### src/wsd_pkg.sv
// ----------------------------------------------------------------------------
// wsd_pkg: shared types and constants for the frame deframer
// Parse phases, result kinds, opcodes and the result record passed from the
// parser to the output register.
// ----------------------------------------------------------------------------
package wsd_pkg;

	// Header fields
	localparam logic [3:0] OP_CLOSE   = 4'h8;
	localparam logic [3:0] OP_PONG    = 4'hA;
	localparam logic [6:0] LEN_EXT16  = 7'd126;
	localparam logic [6:0] LEN_EXT64  = 7'd127;
	localparam logic [2:0] EXT16_CNT  = 3'd2;
	localparam logic [2:0] EXT64_CNT  = 3'd0;   // eight bytes, 3-bit count wraps
	localparam logic [2:0] KEY_CNT    = 3'd4;

	typedef enum logic [2:0] {
		PH_HEADER  = 3'd0,
		PH_LENGTH  = 3'd1,
		PH_EXTLEN  = 3'd2,
		PH_KEY     = 3'd3,
		PH_PAYLOAD = 3'd4,
		PH_CLOSED  = 3'd5
	} phase_t;

	typedef enum logic [1:0] {
		KIND_DATA  = 2'd0,
		KIND_EMPTY = 2'd1,
		KIND_CLOSE = 2'd2
	} kind_t;

	typedef struct packed {
		kind_t      kind;
		logic [7:0] data;
		logic [3:0] opcode;
		logic       last;
	} res_t;

endpackage

### src/wsd_parser.sv
// ----------------------------------------------------------------------------
// wsd_parser: frame header state machine and payload unmasking
// Consumes one byte per step, updates the frame state and produces at most
// one result for that byte.
// ----------------------------------------------------------------------------
module wsd_parser import wsd_pkg::*; (
	input  logic       clk,
	input  logic       arst_n,
	input  logic       step,
	input  logic [7:0] rx_byte,
	output logic       res_valid,
	output res_t       res
);

	phase_t      phase_q, phase_d;
	logic [3:0]  opcode_q, opcode_d;
	logic        masked_q, masked_d;
	logic [63:0] bytes_q, bytes_d;
	logic [2:0]  ext_q, ext_d;
	logic [31:0] key_q, key_d;
	logic [1:0]  kidx_q, kidx_d;
	logic        pong_q, pong_d;

	logic [6:0]  len7;
	logic [63:0] ext_len;
	logic [2:0]  ext_dec;
	logic [1:0]  key_sel;
	logic [7:0]  key_byte;

	assign len7     = rx_byte[6:0];
	assign ext_len  = {bytes_q[55:0], rx_byte};
	assign ext_dec  = ext_q - 3'd1;
	assign key_sel  = 2'd3 - kidx_q;
	assign key_byte = masked_q ? key_q[{key_sel, 3'b000} +: 8] : 8'h00;

	// Next state
	always_comb begin
		phase_d  = phase_q;
		opcode_d = opcode_q;
		masked_d = masked_q;
		bytes_d  = bytes_q;
		ext_d    = ext_q;
		key_d    = key_q;
		kidx_d   = kidx_q;
		pong_d   = pong_q;
		case (phase_q)
			PH_CLOSED: begin
			end
			PH_LENGTH: begin
				masked_d = rx_byte[7];
				if (len7 == LEN_EXT16) begin
					bytes_d = '0;
					ext_d   = EXT16_CNT;
					phase_d = PH_EXTLEN;
				end else if (len7 == LEN_EXT64) begin
					bytes_d = '0;
					ext_d   = EXT64_CNT;
					phase_d = PH_EXTLEN;
				end else begin
					bytes_d = {57'd0, len7};
					if (rx_byte[7]) begin
						ext_d   = KEY_CNT;
						key_d   = '0;
						phase_d = PH_KEY;
					end else begin
						kidx_d  = '0;
						phase_d = (len7 != 7'd0) ? PH_PAYLOAD : PH_HEADER;
					end
				end
			end
			PH_EXTLEN: begin
				bytes_d = ext_len;
				ext_d   = ext_dec;
				if (ext_dec == 3'd0) begin
					if (masked_q) begin
						ext_d   = KEY_CNT;
						key_d   = '0;
						phase_d = PH_KEY;
					end else begin
						kidx_d  = '0;
						phase_d = (ext_len != 64'd0) ? PH_PAYLOAD : PH_HEADER;
					end
				end
			end
			PH_KEY: begin
				key_d = {key_q[23:0], rx_byte};
				ext_d = ext_dec;
				if (ext_dec == 3'd0) begin
					kidx_d  = '0;
					phase_d = (bytes_q != 64'd0) ? PH_PAYLOAD : PH_HEADER;
				end
			end
			PH_PAYLOAD: begin
				kidx_d  = kidx_q + 2'd1;
				bytes_d = bytes_q - 64'd1;
				if (bytes_q == 64'd1)
					phase_d = PH_HEADER;
			end
			default: begin
				// first header byte; FIN and RSV are ignored
				opcode_d = rx_byte[3:0];
				if (rx_byte[3:0] == OP_CLOSE) begin
					phase_d = PH_CLOSED;
				end else begin
					pong_d  = (rx_byte[3:0] == OP_PONG);
					phase_d = PH_LENGTH;
				end
			end
		endcase
	end

	// Result for the current byte
	always_comb begin
		res_valid  = 1'b0;
		res.kind   = KIND_EMPTY;
		res.data   = 8'h00;
		res.opcode = opcode_q;
		res.last   = 1'b1;
		case (phase_q)
			PH_CLOSED: begin
			end
			PH_LENGTH: begin
				res_valid = (len7 == 7'd0) && !rx_byte[7] && !pong_q;
			end
			PH_EXTLEN: begin
				res_valid = (ext_q == 3'd1) && !masked_q && (ext_len == 64'd0) && !pong_q;
			end
			PH_KEY: begin
				res_valid = (ext_q == 3'd1) && (bytes_q == 64'd0) && !pong_q;
			end
			PH_PAYLOAD: begin
				res_valid = !pong_q;
				res.kind  = KIND_DATA;
				res.data  = rx_byte ^ key_byte;
				res.last  = (bytes_q == 64'd1);
			end
			default: begin
				res.opcode = rx_byte[3:0];
				res.kind   = KIND_CLOSE;
				res_valid  = (rx_byte[3:0] == OP_CLOSE);
			end
		endcase
	end

	// Frame state registers
	always_ff @(posedge clk or negedge arst_n) begin
		if (!arst_n) begin
			phase_q  <= PH_HEADER;
			opcode_q <= '0;
			masked_q <= 1'b0;
			bytes_q  <= '0;
			ext_q    <= '0;
			key_q    <= '0;
			kidx_q   <= '0;
			pong_q   <= 1'b0;
		end else if (step) begin
			phase_q  <= phase_d;
			opcode_q <= opcode_d;
			masked_q <= masked_d;
			bytes_q  <= bytes_d;
			ext_q    <= ext_d;
			key_q    <= key_d;
			kidx_q   <= kidx_d;
			pong_q   <= pong_d;
		end
	end

endmodule

### src/wsd_out_stage.sv
// ----------------------------------------------------------------------------
// wsd_out_stage: result register with valid/ready handshake
// Holds one result until the receiver takes it.
// ----------------------------------------------------------------------------
module wsd_out_stage import wsd_pkg::*; (
	input  logic clk,
	input  logic arst_n,
	input  logic load,
	input  res_t res,
	output logic free,
	output logic out_valid,
	input  logic out_ready,
	output res_t out_res
);

	logic valid_q;
	res_t res_q;

	assign free      = !valid_q || out_ready;
	assign out_valid = valid_q;
	assign out_res   = res_q;

	// Valid flag
	always_ff @(posedge clk or negedge arst_n) begin
		if (!arst_n) begin
			valid_q <= 1'b0;
		end else if (load) begin
			valid_q <= 1'b1;
		end else if (out_ready) begin
			valid_q <= 1'b0;
		end
	end

	// Payload
	always_ff @(posedge clk) begin
		if (load)
			res_q <= res;
	end

endmodule

### src/websocket_frame_deframer.sv
// ----------------------------------------------------------------------------
// websocket_frame_deframer: receive-side frame parser
// Input register, header/payload parser and result register.
// ----------------------------------------------------------------------------
// Usage:
//   Input channel: rx_byte with in_valid/in_ready, one stream byte per request.
//   Output channel: kind, data_byte, frame_opcode, last_in_frame with
//   out_valid/out_ready. Header bytes, masking key bytes and pong frames give
//   no output; payload bytes give one data request each, an empty frame gives
//   one marker and a close header gives one close event.
//   Path: a byte passes the input register, the parser and the result register.
//   Throughput: one byte per cycle while the result register is free, set
//   by the single parser step between the input and result registers.
//   Stall: a held result blocks the parser only while out_ready is low; the
//   input register then holds at most one byte, and in_ready drops once full.
//   Reset: arst_n clears both registers' valid flags and the frame state; the
//   parser waits for a first header byte. After a close frame every byte is
//   accepted and dropped until the next reset.
// ----------------------------------------------------------------------------
module websocket_frame_deframer import wsd_pkg::*; (
	input  logic       clk,
	input  logic       arst_n,
	input  logic       in_valid,
	output logic       in_ready,
	input  logic [7:0] rx_byte,
	output logic       out_valid,
	input  logic       out_ready,
	output logic [1:0] kind,
	output logic [7:0] data_byte,
	output logic [3:0] frame_opcode,
	output logic       last_in_frame
);

	logic       valid_s1;
	logic [7:0] byte_s1;
	logic       free;
	logic       step;
	logic       res_valid;
	res_t       res;
	res_t       out_res;

	assign step     = valid_s1 && free;
	assign in_ready = !valid_s1 || free;

	// Input register
	always_ff @(posedge clk or negedge arst_n) begin
		if (!arst_n) begin
			valid_s1 <= 1'b0;
		end else if (in_ready) begin
			valid_s1 <= in_valid;
		end
	end

	always_ff @(posedge clk) begin
		if (in_ready && in_valid)
			byte_s1 <= rx_byte;
	end

	wsd_parser u_parser (
		.clk       (clk),
		.arst_n    (arst_n),
		.step      (step),
		.rx_byte   (byte_s1),
		.res_valid (res_valid),
		.res       (res)
	);

	wsd_out_stage u_out (
		.clk       (clk),
		.arst_n    (arst_n),
		.load      (step && res_valid),
		.res       (res),
		.free      (free),
		.out_valid (out_valid),
		.out_ready (out_ready),
		.out_res   (out_res)
	);

	assign kind          = out_res.kind;
	assign data_byte     = out_res.data;
	assign frame_opcode  = out_res.opcode;
	assign last_in_frame = out_res.last;

endmodule
### config.mk
export PLATFORM = sky130hd
export DESIGN_NAME = websocket_frame_deframer
export DESIGN_NICKNAME = d
export VERILOG_FILES = /design/src/wsd_pkg.sv /design/src/wsd_parser.sv /design/src/wsd_out_stage.sv /design/src/websocket_frame_deframer.sv
export SDC_FILE = /design/constraint.sdc
export NUM_CORES = 1
export LEC_CHECK = 0
export ABC_AREA = 1
export BUFFER_PORTS_ARGS = -buffer_cell sky130_fd_sc_hd__buf_2
export CAP_MARGIN = 15
export CORE_UTILIZATION = 41
export DETAILED_ROUTE_END_ITERATION = 7
export SYNTH_ARGS = -nofsm -noshare
export SYNTH_HDL_FRONTEND = slang
export SYNTH_SLANG_ARGS = --single-unit
### constraint.sdc
create_clock -name clk -period 3.9 [get_ports clk]
set_input_delay 0.195 -clock clk [delete_from_list [all_inputs] [get_ports clk]]
set_output_delay 0.195 -clock clk [all_outputs]
set_load 0.005 [all_outputs]
Word-level counts from Yosys, hierarchy flattened:

Cells that the tools add are included.

* add/sub/neg operators: 4
* $mul: 0
* div/mod/pow operators: 0
* magnitude comparators: 0
* equality and inequality tests: 21
* shifts and indexed selects: 1
* mux-type cells: 40
* bitwise gates (word level): 4
* reductions and logical operators: 37

Operators with widths (count)
* one-hot mux 64 bit (3 select lines): 1
* 2-to-1 mux 32 bit: 5
* zero test 64 bit: 2
* nonzero test 64 bit: 2
* one-hot mux 32 bit (3 select lines): 1
* == test 64 x 1 -> 1 bit, second input constant: 1
* 2-to-1 mux 64 bit: 1
* subtractor 64 x 1 -> 64 bit, second input constant: 1
* 2-to-1 mux 3 bit: 16
* indexed part select 32 x 6 -> 8 bit: 1
* one-hot mux 3 bit (5 select lines): 1
* == test 7 bit, second input constant: 2
* 2-to-1 mux 2 bit: 6
* logical AND 1 bit: 10
* != test 2 bit, second input constant: 5
* one-hot mux 3 bit (3 select lines): 1
* == test 4 bit, second input constant: 2
* 2-to-1 mux 8 bit: 1
* != test 2 x 1 -> 1 bit, second input constant: 4
* one-hot mux 2 bit (4 select lines): 1
* AND reduction 8 bit: 1
* XOR 8 bit: 1
* zero test 7 bit: 1
* 2-to-1 mux 7 bit: 1
* 25 further kinds: 39

* bits in registers: 135
* bits in latches: 0
* RAM bits: 0
* bits in read-only memories: 0
* input bits: 12
* output and inout port bits: 17
* logic and storage cells: 122
* memories kept: 0

Longest topological paths before layout:

* depth in word-level cells: 7
* mapped depth: 13
* depth with buffers taken out: 13

Modules after synthesis:

Synthesis repeated with hierarchy kept, for this count alone.

* cell total of the unflattened synthesis: 1180
* area total of the unflattened synthesis: 8368.0 µm²

By module, submodules not included
* wsd_parser: instances 1, cells an instance 1142, area an instance 7569.8 µm², sequential area each 2752.6 µm²
* wsd_out_stage: instances 1, cells an instance 20, area an instance 495.5 µm², sequential area each 475.5 µm²
* websocket_frame_deframer: instances 1, cells an instance 18, area an instance 302.8 µm², sequential area each 265.3 µm²

Worst setup path before layout:

No wires, ideal clock.

* kind: flip-flop to flip-flop
* start point: register u_parser.bytes_q[0]
* end point: register u_out.res_q, in the netlist u_out.out_res[0] (enable)
* setup time: 0.359 ns
* data arrival time: 1.929 ns
* required time: 3.541 ns
* setup slack: 1.612 ns
* stages on the path, launching flop included: 13
* path buffers: 0
* clock period less this slack: 2.288 ns
* cell sequence: dfrtp_1 -> inv_1 -> ha_1 -> nand2_2 -> nor2_4 -> nand2_2 -> nor2_2 -> nand4_1 -> nand3_1 -> nand2_1 -> nand2_1 -> nand2_1 -> inv_1

* longest elaborated chain between the ends: 5
* elaborated cells between the ends (all ways): 8
* those cells by class: 1 x mux; 7 x reduce/logical

RTL lines
* from (decl): RTL line wsd_parser.sv:18 `logic [63:0] bytes_q, bytes_d;`
* from (signal assigned): RTL line wsd_parser.sv:160 `bytes_q <= bytes_d;`
* zero test 64 bit (on tied branches): RTL line wsd_parser.sv:129, wsd_parser.sv:126
* logical AND 1 bit (on tied branches) (2 in series): RTL line wsd_parser.sv:129, wsd_parser.sv:126
* one-hot mux 1 bit (5 select lines) *: RTL line wsd_parser.sv:119 `case (phase_q)`
* logical AND 1 bit *: RTL line websocket_frame_deframer.sv:71 `.load (step && res_valid),`
* named net u_out.load: RTL line wsd_out_stage.sv:8 `input logic load,`
* to (signal assigned): RTL line wsd_out_stage.sv:37 `res_q <= res;`
* to (decl): RTL line wsd_out_stage.sv:17 `res_t res_q;`

The timed path passes the listed nets; every way through them passes the cells marked *.
A chain may end at the register's enable or synchronous reset.

Worst setup path after layout:

* start point: register u_parser.bytes_q[0]
* end point: register u_out.res_q, in the netlist u_out.out_res[7] (enable)

Same word-level chain as after synthesis.

==> impl_metrics.ini <==
[timing]
timing.final.hold_violations = 0
setup_viol = 0
finalClockSkew_ns = 0.01259
tightest_slew_ns = 1.028
period_needed_ns = 2.879
fmaxAchievable_mhz = 347.4
period_share = 0.7382
fin_ws_ns = 1.021
tns_ns = 0
rsz0062_at_grt = false
maxSlewHeadroom = 0.3149
finalMaxSlewViolations = 0

[setup_path]
r2r-start = u_parser.bytes_q[0]$_DFFE_PN0P_
r2r-end = u_out.out_res[7]$_SDFFCE_PN0P_
critPathMaxFanout = 15
crit_path_end_kind = register
critical_path_class = reg2reg
cpPeakStageDelay_ns = 0.43
reg2reg_depth = 12
cpMaxStageDelayCell = inv_1
crit_required_ns = 3.95
r2r_setup_slack_ns = 1.02
crit_chain = inv_1 > ha_1 > nand2_2 > nor2_4 > nand2_2 > nor2_2 > nand4_1 > nand3_1 > nand2_1 > nand2_1 > nand2_1 > inv_1
crit_arrival_ns = 2.93
path_common_cell = nand2_1
cp-start-kind = register

[die]
core_um2 = 19530
initial_core_util = 0.4209
die_w_um = 143.6
dieArea_um2 = 20610
die_h_um = 143.6
ios = 29
rows = 51

[yosys]
muxShareOfSynthArea = 0
ys_top_cells_by_area = dfrtp_1 (34%), nand2_1 (12%), nor2_1 (8.6%), edfxtp_1 (8.4%), o21ai_0 (6.3%)
ys_seq_area_frac = 0.4251
synth_compound_area_frac = 0.1938
syn_inst = 1160
synth_nets = 1176
synth.avg_cell_area_um2 = 7.084
synthAdderAreaFrac = 0.006090
ys_ff_latch = 135
synth.cell_area_um2 = 8218
yosysWarnings = 0
yosysMostFrequentCell = nand2_1
synth_top_family_by_area = simple AND/OR/NAND/NOR gates
synth_area_leader_cell = dfrtp_1
synth_common_cells = nand2_1 (271), nor2_1 (188), inv_1 (118), dfrtp_1 (112), o21ai_0 (104)
synth_top_area_share = 0.3410
synth_xor_area_frac = 0
synth_cell_types = 40
async_flop_share = 0.8296
synth_edf_count = 23
synth_ff_type = dfrtp_1
synthSimpleGateAreaFrac = 0.2903

[power_and_ir_drop]
power_mw = 7.028
vdd_drop_max_v = 0.0003633
power_density_nw_per_um2 = 764.0
leakage_nw = 3.891

[cts]
cts_max_path_buffers = 2
cts_root_buf = clkbuf_16
cts_hold_buffers = 10
tritoncts = done
cts_setup_buffers = 0
cts-resized-gates = 0
cts_num_sinks = 135
clock_latency_ns = 0.42
clk_pin_slew_ns = 0.06
ctsHtreeMaxLevel = 4
cts_made_buffers = 17

[drt]
highest_layer = met4
route.met3.wl_um = 1275
first_iter_violations = 720
drc = 0
firstDrtPassIters = 5
drt-total-wl_um = 23300
detail-route-antenna-nets = 0
wl_per_cell_um = 15.95
wl_met2_um = 10310
vias = 7839
routedLengthMet1_um = 11360
viasPerCell = 5.366

[hold_path]
hold_path.class = in2reg
min_to = u_out.out_valid$_DFFE_PN0P_
min_from = out_ready
holdPathStages = 4

[cells_and_area]
nNetsFinal = 1199
diodes = 0
drive_gt1_frac = 0.07525
syn_to_final_growth_pct = 11.94

[global_routing]
grt_first_pass_wirelength_um = 38140
grt_overflow = 0
grt_pass1_vias = 7240
antenna_found_initial = 0
grtUsageTotal = 0.2409
grt_max_degree = 101

[run]
cap_violations = 0

[run_status]
status = completed

[placed_design]
dp_hpwl_um = 15990
place_ws_ns = 1.053
gp_congestion = 0.8851
numPortBuffers = 28
==> kinds of logic (layout without fill, tap and decap cells) <==
kind of cell / after synthesis / in the layout
flops: 135 / 135
buf+inv: 168 / 204
simple gates: 574 / 574
compound gates: 279 / 279
fa+ha+maj: 4 / 4
==> power by group <==
part           internal [mW]  leakage [nW]  total [mW]  switching, mW
Clock                  0.911         0.262        1.55          0.639
Sequential              1.95          1.65        2.56          0.609
Combinational          0.949          1.98        2.92           1.97
Total                   3.81          3.89        7.03           3.22
==> routing by layer <==
layer	global-route usage	vias to the layer above
li1	-	3925
met1	0.3484	3661
met2	0.3712	233
met3	0.04199	20
met4	0.06103	0
met5	0	-
==> worst max-delay path: cells and delay by family (launching register included) <==
kind                     cells  cell delay (ns)
AND/OR/NAND/NOR              9             1.16
buffers and inverters        2             0.61
flip-flops                   1             0.40
adder cells (fa/ha/maj)      1             0.33
==> sequential cells by signal, indices dropped and copies added (netlist names) <==
name	cells
byte_s1	8
u_out.out_res	15
u_out.out_valid	1
u_parser.bytes_q	64
u_parser.ext_q	3
u_parser.key_q	32
u_parser.kidx_q	2
u_parser.masked_q	1
u_parser.opcode_q	4
u_parser.phase_q	3
u_parser.pong_q	1
valid_s1	1
==> metrics by stage <==
| step | utilization | hold slack, ns | cells | area (um2) |
|---|---|---|---|---|
| 2_1_floorplan | - | -0.1006 | 1160 | 8218 |
| 3_3_place_gp | 0.4372 | 0.3720 | 1419 | 8537 |
| 3_5_place_dp | 0.4372 | 0.3731 | 1419 | 8537 |
| 4_1_cts | 0.4711 | 0.04085 | 1461 | 9199 |
| 5_1_grt | 0.4711 | 0.08325 | 1461 | 9199 |
| 6_report | 0.4711 | 0.06133 | 1461 | 9199 |
==> layout by cell type, fill, tap and decap left out, types with 3 or more instances in the layout <==
cell and n:
a21oi_1 94, a22oi_1 39, a32oi_1 3, buf_2 27
buf_4 9, clkbuf_16 17, clkinv_1 3, clkinvlp_4 5
dfrtp_1 112, dlygate4sd3_1 10, edfxtp_1 23, ha_1 4
inv_1 118, inv_2 5, nand2_1 270, nand2_2 3
nand3_1 64, nand4_1 19, nor2_1 188, nor2_2 8
nor2_4 3, nor3_1 7, nor4_1 5, o21ai_0 104
o21ai_1 5, o22ai_1 15, o31ai_1 9
==> worst max-delay path by stage <==
stage,endpoint,cells after the start,slack [ns],from
after floorplan,u_out.out_res[0]$_SDFFCE_PN1P_,12,1.61,u_parser.bytes_q[0]$_DFFE_PN0P_
after global placement,u_out.out_res[7]$_SDFFCE_PN0P_,12,1.07,u_parser.bytes_q[0]$_DFFE_PN0P_
after detailed placement,u_out.out_res[7]$_SDFFCE_PN0P_,12,1.05,u_parser.bytes_q[0]$_DFFE_PN0P_
after CTS,u_out.out_res[7]$_SDFFCE_PN0P_,12,1.04,u_parser.bytes_q[0]$_DFFE_PN0P_
after global routing,u_out.out_res[7]$_SDFFCE_PN0P_,12,0.81,u_parser.bytes_q[0]$_DFFE_PN0P_
final,u_out.out_res[7]$_SDFFCE_PN0P_,12,1.02,u_parser.bytes_q[0]$_DFFE_PN0P_
==> area by class of cell <==
type / count / area [um2]
clock buffer: 21 / 460.4
tap: 265 / 331.6
sequential: 135 / 3493
clock inverter: 11 / 101.3
inverter: 126 / 473.0
fill: 2019 / 10330
timing repair buffer: 46 / 302.8
multi-input combinational: 857 / 4036
Power figures use the tool's default switching activity.
